### src/design/ppid_pkg.sv
// Package for the preset position PID loop: widths, preset target tables,
// configuration register codes and reset values, and the word types shared
// by the top level and the drive pipeline. Depends on nothing.
package ppid_pkg;

    // Field and state widths
    localparam int READING_W = 12;
    localparam int ERR_W     = 13;
    localparam int DIFF_W    = 14;
    localparam int SUM_W     = 40;
    localparam int GAIN_W    = 24;
    localparam int DRIVE_W   = 16;
    localparam int CNT_W     = 16;
    localparam int CFG_IDX_W = 3;

    // Preset tables: five angles per set, and the default number of entries in use
    localparam int PRESET_TABLE_LEN = 5;
    localparam int PRESET_COUNT     = 5;

    typedef logic [READING_W-1:0] t_tgt_tab [0:PRESET_TABLE_LEN-1];

    // Target reading for each preset angle: trunc(1880 - 16.4 * angle).
    // High set angles are 53, 40, 40, 45, 40; low set angles are 35, 28, 25, 30, 40.
    localparam t_tgt_tab HIGH_TARGET = '{
        12'((18800 - 164 * 53) / 10),
        12'((18800 - 164 * 40) / 10),
        12'((18800 - 164 * 40) / 10),
        12'((18800 - 164 * 45) / 10),
        12'((18800 - 164 * 40) / 10)
    };
    localparam t_tgt_tab LOW_TARGET = '{
        12'((18800 - 164 * 35) / 10),
        12'((18800 - 164 * 28) / 10),
        12'((18800 - 164 * 25) / 10),
        12'((18800 - 164 * 30) / 10),
        12'((18800 - 164 * 40) / 10)
    };

    // Configuration register indexes
    typedef enum logic [CFG_IDX_W-1:0] {
        CFG_GAIN_P         = 3'd0,
        CFG_GAIN_I         = 3'd1,
        CFG_GAIN_D         = 3'd2,
        CFG_SETTLE_BAND    = 3'd3,
        CFG_SETTLE_TIMEOUT = 3'd4,
        CFG_TARGET_MIN     = 3'd5,
        CFG_TARGET_MAX     = 3'd6
    } t_cfg_idx;

    // Configuration reset values
    localparam logic [GAIN_W-1:0]    RST_GAIN_P         = 24'd26214;
    localparam logic [GAIN_W-1:0]    RST_GAIN_I         = 24'd262;
    localparam logic [GAIN_W-1:0]    RST_GAIN_D         = 24'd0;
    localparam logic [READING_W-1:0] RST_SETTLE_BAND    = 12'd20;
    localparam logic [CNT_W-1:0]     RST_SETTLE_TIMEOUT = 16'd200;
    localparam logic [READING_W-1:0] RST_TARGET_MIN     = 12'd1000;
    localparam logic [READING_W-1:0] RST_TARGET_MAX     = 12'd1370;

    // Sample word handed from the loop state logic to the drive pipeline
    typedef struct packed {
        logic signed [ERR_W-1:0]  err;
        logic signed [SUM_W-1:0]  sum;
        logic signed [DIFF_W-1:0] diff;
        logic                     settled;
        logic [READING_W-1:0]     target;
    } t_sample;

    // Fields that ride along the pipeline unchanged
    typedef struct packed {
        logic signed [ERR_W-1:0] err;
        logic                    settled;
        logic [READING_W-1:0]    target;
    } t_tag;

    // Result word leaving the drive pipeline
    typedef struct packed {
        logic signed [DRIVE_W-1:0] drive;
        t_tag                      tag;
    } t_result;

endpackage

### src/design/ppid_drive_pipe.sv
// Drive pipeline of the preset position PID loop: gain multiplies, integral
// term clamp, sum, negation and saturation, with a stall-able output register.
// Depends on ppid_pkg.
module ppid_drive_pipe (
    input  logic                           i_clk,
    input  logic                           i_rst_n,
    input  logic [ppid_pkg::GAIN_W-1:0]    i_gain_p,
    input  logic [ppid_pkg::GAIN_W-1:0]    i_gain_i,
    input  logic [ppid_pkg::GAIN_W-1:0]    i_gain_d,
    input  logic                           i_vld,
    output logic                           o_rdy,
    input  ppid_pkg::t_sample              i_smp,
    output logic                           o_vld,
    input  logic                           i_rdy,
    output ppid_pkg::t_result              o_res
);

    localparam int PT_W  = 37;   // gain_p * err
    localparam int DT_W  = 38;   // gain_d * diff
    localparam int PLO_W = 44;   // gain_i * low half of sum
    localparam int PHI_W = 45;   // gain_i * high half of sum
    localparam int IF_W  = 65;   // full integral product
    localparam int IT_W  = 42;   // clamped integral term
    localparam int TOT_W = 43;
    localparam int NEG_W = 44;
    localparam int HALF  = 20;

    localparam logic signed [IF_W-1:0]  I_LIM    = 65'sh100_0000_0000;
    localparam logic signed [NEG_W-1:0] Q_BIAS   = 44'sd65535;
    localparam logic signed [NEG_W-1:0] DRV_MAX  = 44'sd32767;
    localparam logic signed [NEG_W-1:0] DRV_MIN  = -44'sd32768;

    // Stage valids and enables; a stage moves when it is empty or the next one moves
    logic r_v1, r_v2, r_v3, r_v4, r_v5;
    logic en1, en2, en3, en4, en5;

    assign en5   = !r_v5 || i_rdy;
    assign en4   = !r_v4 || en5;
    assign en3   = !r_v3 || en4;
    assign en2   = !r_v2 || en3;
    assign en1   = !r_v1 || en2;
    assign o_rdy = en1;
    assign o_vld = r_v5;

    always_ff @(posedge i_clk) begin
        if (!i_rst_n) begin
            r_v1 <= 1'b0;
            r_v2 <= 1'b0;
            r_v3 <= 1'b0;
            r_v4 <= 1'b0;
            r_v5 <= 1'b0;
        end else begin
            if (en1) r_v1 <= i_vld;
            if (en2) r_v2 <= r_v1;
            if (en3) r_v3 <= r_v2;
            if (en4) r_v4 <= r_v3;
            if (en5) r_v5 <= r_v4;
        end
    end

    // Stage 1: sample word register
    ppid_pkg::t_sample r_s1;

    always_ff @(posedge i_clk) begin
        if (en1) r_s1 <= i_smp;
    end

    // Stage 2: the three gain products, integral split in two halves
    logic signed [PT_W-1:0]  r_pterm2, n_pterm2;
    logic signed [DT_W-1:0]  r_dterm2, n_dterm2;
    logic [PLO_W-1:0]        r_plo2, n_plo2;
    logic signed [PHI_W-1:0] r_phi2, n_phi2;
    ppid_pkg::t_tag          r_tag2, r_tag3, r_tag4;

    always_comb begin
        n_pterm2 = PT_W'($signed({1'b0, i_gain_p})) * PT_W'(r_s1.err);
        n_dterm2 = DT_W'($signed({1'b0, i_gain_d})) * DT_W'(r_s1.diff);
        n_plo2   = PLO_W'(i_gain_i) * PLO_W'(r_s1.sum[HALF-1:0]);
        n_phi2   = PHI_W'($signed({1'b0, i_gain_i}))
                   * PHI_W'($signed(r_s1.sum[ppid_pkg::SUM_W-1:HALF]));
    end

    always_ff @(posedge i_clk) begin
        if (en2) begin
            r_pterm2 <= n_pterm2;
            r_dterm2 <= n_dterm2;
            r_plo2   <= n_plo2;
            r_phi2   <= n_phi2;
            r_tag2   <= '{err: r_s1.err, settled: r_s1.settled, target: r_s1.target};
        end
    end

    // Stage 3: join the integral halves and clamp to plus or minus 2^40
    logic signed [IF_W-1:0] ifull;
    logic signed [IT_W-1:0] r_iterm3, n_iterm3;
    logic signed [PT_W-1:0] r_pterm3;
    logic signed [DT_W-1:0] r_dterm3;

    always_comb begin
        ifull = (IF_W'(r_phi2) <<< HALF) + $signed({{(IF_W - PLO_W){1'b0}}, r_plo2});
        if (ifull > I_LIM) begin
            n_iterm3 = IT_W'(I_LIM);
        end else if (ifull < -I_LIM) begin
            n_iterm3 = IT_W'(-I_LIM);
        end else begin
            n_iterm3 = IT_W'(ifull);
        end
    end

    always_ff @(posedge i_clk) begin
        if (en3) begin
            r_iterm3 <= n_iterm3;
            r_pterm3 <= r_pterm2;
            r_dterm3 <= r_dterm2;
            r_tag3   <= r_tag2;
        end
    end

    // Stage 4: total of the three terms
    logic signed [TOT_W-1:0] r_total4, n_total4;

    assign n_total4 = TOT_W'(r_pterm3) + TOT_W'(r_iterm3) + TOT_W'(r_dterm3);

    always_ff @(posedge i_clk) begin
        if (en4) begin
            r_total4 <= n_total4;
            r_tag4   <= r_tag3;
        end
    end

    // Stage 5: negate, divide by 2^16 toward zero, saturate to 16 bits
    logic signed [NEG_W-1:0]              neg, biased, quot;
    logic signed [ppid_pkg::DRIVE_W-1:0]  n_drive;
    ppid_pkg::t_result                    r_res;

    always_comb begin
        neg    = -NEG_W'(r_total4);
        biased = (neg < 0) ? neg + Q_BIAS : neg;
        quot   = biased >>> 16;
        if (quot > DRV_MAX) begin
            n_drive = ppid_pkg::DRIVE_W'(DRV_MAX);
        end else if (quot < DRV_MIN) begin
            n_drive = ppid_pkg::DRIVE_W'(DRV_MIN);
        end else begin
            n_drive = quot[ppid_pkg::DRIVE_W-1:0];
        end
    end

    always_ff @(posedge i_clk) begin
        if (en5) begin
            r_res.drive <= n_drive;
            r_res.tag   <= r_tag4;
        end
    end

    assign o_res = r_res;

endmodule

### config.mk
export PLATFORM = sky130hd
export DESIGN_NAME = ppid_drive_pipe
export DESIGN_NICKNAME = d
export VERILOG_FILES = /design/src/design/ppid_pkg.sv /design/src/design/ppid_drive_pipe.sv
export SDC_FILE = /design/constraint.sdc
export NUM_CORES = 2
export LEC_CHECK = 0
export BUFFER_PORTS_ARGS = -buffer_cell sky130_fd_sc_hd__buf_2
export CAP_MARGIN = 30
export CORE_ASPECT_RATIO = 0.5
export CORE_MARGIN = 2
export CORE_UTILIZATION = 59
export CTS_CLUSTER_DIAMETER = 100
export DETAILED_ROUTE_END_ITERATION = 8
export GPL_TIMING_DRIVEN = 0
export PLACE_DENSITY = 0.79
export REMOVE_ABC_BUFFERS = 1
export SLEW_MARGIN = 20
export SYNTH_ARGS = -nofsm -noshare
export SYNTH_HDL_FRONTEND = slang
export SYNTH_SLANG_ARGS = --single-unit
export TNS_END_PERCENT = 20
### constraint.sdc
create_clock -name i_clk -period 7.65 [get_ports i_clk]
set_input_delay 1.53 -clock i_clk [delete_from_list [all_inputs] [get_ports i_clk]]
set_output_delay 1.53 -clock i_clk [all_outputs]
set_load 0.02 [all_outputs]
==> impl_metrics.env <==
export IMPL_yosys_warnings=0
export IMPL_critPathMostFrequentCell="fa_1"
export IMPL_grt_pass1_vias=56500
export IMPL_multiInputGateArea_um2=53300
export IMPL_required_ps=8040
export IMPL_crit_arrival_ps=8260
export IMPL_cp_num_buf_inv=8
export IMPL_fin_crit_sh_pct=103
export IMPL_syn_area_per_cell_um2=10.1
export IMPL_synth_edff_count=524
export IMPL_min_path_type="reg2reg"
export IMPL_io_pins=200
export IMPL_synth_flop_cell="edfxtp_1"
export IMPL_ys_types=78
export IMPL_synth_seq_cells=529
export IMPL_wl_per_cell_um=20.4
export IMPL_floorplan_initialDensity_pct=59.5
export IMPL_fin_crit_ps=7870
export IMPL_antenna_left=0
export IMPL_dp_hpwl_um=136000
export IMPL_outcome="finished with violations"
export IMPL_regArea_um2=15800
export IMPL_setup_violations=13
export IMPL_syn_to_final_growth_pct=9.64
export IMPL_clock_sinks=529
export IMPL_crit_path_max_incr_delay_ps=570
export IMPL_max_cap_violations=0
export IMPL_dieWidth_um=509
export IMPL_synthCells=7448
export IMPL_worst_setup_path_end_kind="flop"
export IMPL_cts_tree="done"
export IMPL_violations="negative setup slack"
export IMPL_gp_congestion=0.923
export IMPL_tightest_slew_ps=1040
export IMPL_cts_buffer_depth=3
export IMPL_drt_first_pass_iters=6
export IMPL_via_per_inst=5.76
export IMPL_grt_ovfl_total=0
export IMPL_die_area_um2=130000
export IMPL_nets=9670
export IMPL_grt_pass1_wl_um=303000
export IMPL_htreeDepth=2
export IMPL_path_clk_slew_ps=70
export IMPL_n_fill_cell=9499
export IMPL_drtIter0Drc=4582
export IMPL_ys_seq_area_share_pct=21.1
export IMPL_worst_slack_ps=-224
export IMPL_criticalPathCategory="in2reg"
export IMPL_cts_buffers_inserted=52
export IMPL_netlist_area_um2=75100
export IMPL_antenna_found_initial=8
export IMPL_synthArstFlopShare_pct=0
export IMPL_cp_top_family="adder cells"
export IMPL_fin_skew_ps=29.6
export IMPL_routed_wl_um=189000
export IMPL_die_y_um=256
export IMPL_clock_insertion_delay_worst_skew_ps=660
export IMPL_grt_usage_pct=29.5
export IMPL_max_slew_margin_pct=30.8
export IMPL_coreArea_um2=126000
export IMPL_cp_start_kind="input pin"
export IMPL_via_count=53400
export IMPL_cts_hold_fix_buffers=0
export IMPL_crit_path_max_fanout=10
export IMPL_cts_root_buf="clkbuf_16"
export IMPL_report_final_slew_viol_count=0
export IMPL_portBuffers=199
export IMPL_fin_util_pct=65.3
export IMPL_rsz0062_at_grt="yes"
export IMPL_drive_gt1_share_pct=7.80
export IMPL_worst_path_max_delay_cell="fa_1"
export IMPL_row_count=92
export IMPL_grt_max_degree=110
export IMPL_drc_errors=0
export IMPL_finalHoldViolCount=0
export IMPL_fmaxAchievable_mhz=127
## metrics by stage
step           area (um2)  TNS (ps)  cells  hold slack [ps]  worst slack (ps)
2_1_floorplan       73900     -3950   7131              400              -473
3_3_place_gp        77000   -381200   9022              400             -2740
3_5_place_dp        77900    -74640   9064              405             -2220
4_1_cts             81400      -553   9230              412              -122
5_1_grt             82300     -4690   9279              422              -382
6_report            82300     -1430   9284              410              -224
## timing repair
item / 4_1_cts / 5_1_grt
buffers inserted: 52 / 31
cloned: 17 / 2
setup endpoints to repair: 49 / 25
resized for setup: 165 / 74
pin swaps: 58 / 75
## registers in the layout, indices dropped and copies added, names as in the netlist
signal and count:
r_v4 1, o_vld 1, r_v3 1, r_v2 1, r_pterm2 37, r_v1 1
r_plo2 44, r_pterm3 37, r_total4 43, o_res 42, r_phi2 45, r_s1 80
r_tag4 26, r_iterm3 42, r_dterm2 38, r_tag2 26, r_dterm3 38, r_tag3 26
## layout make-up
cell class / instances / share of cell area (%)
clock buffers: 62 / 1.63
clock inverters: 36 / 0.615
diodes: 5 / 0.0152
multi-input cells: 5147 / 64.7
repair buffers: 358 / 4.61
well taps: 1692 / 2.57
inverters: 1455 / 6.65
flip-flops and latches: 529 / 19.2
## logic make-up after synthesis
| kind of cell | share of synthesized area, % |
|---|---|
| fa+ha+maj | 46.2 |
| mux | 0.0683 |
| buf+inv | 8.87 |
| simple gates | 15.0 |
| compound gates | 5.80 |
| flops | 21.1 |
| xor+xnor | 2.99 |
## worst paths after layout
path / startpoint / endpoint / slack [ps] / cells past startpoint
worst max register to register: r_s1[57]$_DFFE_PP_ / r_phi2[44]$_DFFE_PP_ / 0 / 25
worst max-delay path: i_gain_i[9] / r_plo2[40]$_DFFE_PP_ / -220 / 28
worst min-delay path: r_tag4[9]$_DFFE_PP_ / o_res[9]$_DFFE_PP_ / 410 / 0
worst min register to register: r_tag4[9]$_DFFE_PP_ / o_res[9]$_DFFE_PP_ / 410 / 0
## Yosys cell counts, types with 6 or more instances
library cell / instances / area share (%)
a21o_1: 91 / 0.91
nand2_1: 941 / 4.7
and2_1: 732 / 6.1
ha_1: 638 / 11
inv_1: 1455 / 7.3
or2_2: 19 / 0.16
xor2_1: 71 / 0.83
clkbuf_1: 310 / 1.5
a21boi_0: 34 / 0.34
xnor2_1: 185 / 2.2
or3_1: 17 / 0.14
o21a_1: 35 / 0.35
and4_1: 6 / 0.070
nor2_1: 171 / 0.85
nand3_1: 51 / 0.34
fa_1: 1333 / 36
a211oi_1: 21 / 0.21
nor2b_1: 41 / 0.34
nand2b_1: 73 / 0.61
o41ai_1: 7 / 0.082
and3_1: 23 / 0.19
nand3b_1: 6 / 0.060
edfxtp_1: 524 / 21
nor4_1: 29 / 0.24
nand4_1: 38 / 0.32
nor3_1: 49 / 0.33
o2111ai_1: 10 / 0.12
nor4b_1: 8 / 0.093
or4_1: 10 / 0.10
o21bai_1: 36 / 0.36
a31oi_1: 31 / 0.26
nand4b_1: 15 / 0.17
a21oi_1: 207 / 1.4
o31ai_1: 25 / 0.25
o211ai_1: 10 / 0.10
o21ai_0: 99 / 0.66
## layer usage
layer | part of all wire [%] | vias to the layer above | track usage, %
li1 | - | 23400 | -
met1 | 39 | 27200 | 40.0
met2 | 47 | 2466 | 47.4
met3 | 10 | 442 | 6.67
met4 | 3.5 | 2 | 9.68
met5 | 0.0069 | - | 0
## worst reg2reg max path: cells and delay by family, from the launching register on
kind	cells	cell delay [ps]
compound gates	8	1690
xor+xnor	1	90
fa+ha+maj	8	3680
buf+inv	5	430
flops	1	990
simple gates	3	510
## placed cells by master (no fill, tap or decap), types with 162 or more instances in the layout
cell type / n
inv_1: 1442
fa_1: 1318
nand2_1: 937
and2_1: 720
ha_1: 624
edfxtp_1: 524
a21oi_1: 192
xnor2_1: 183
nor2_1: 168
buf_2: 162
Power is left out: the tool's default activity adds up to more than one toggle a clock period on the data nets, which glitch-free logic cannot reach.
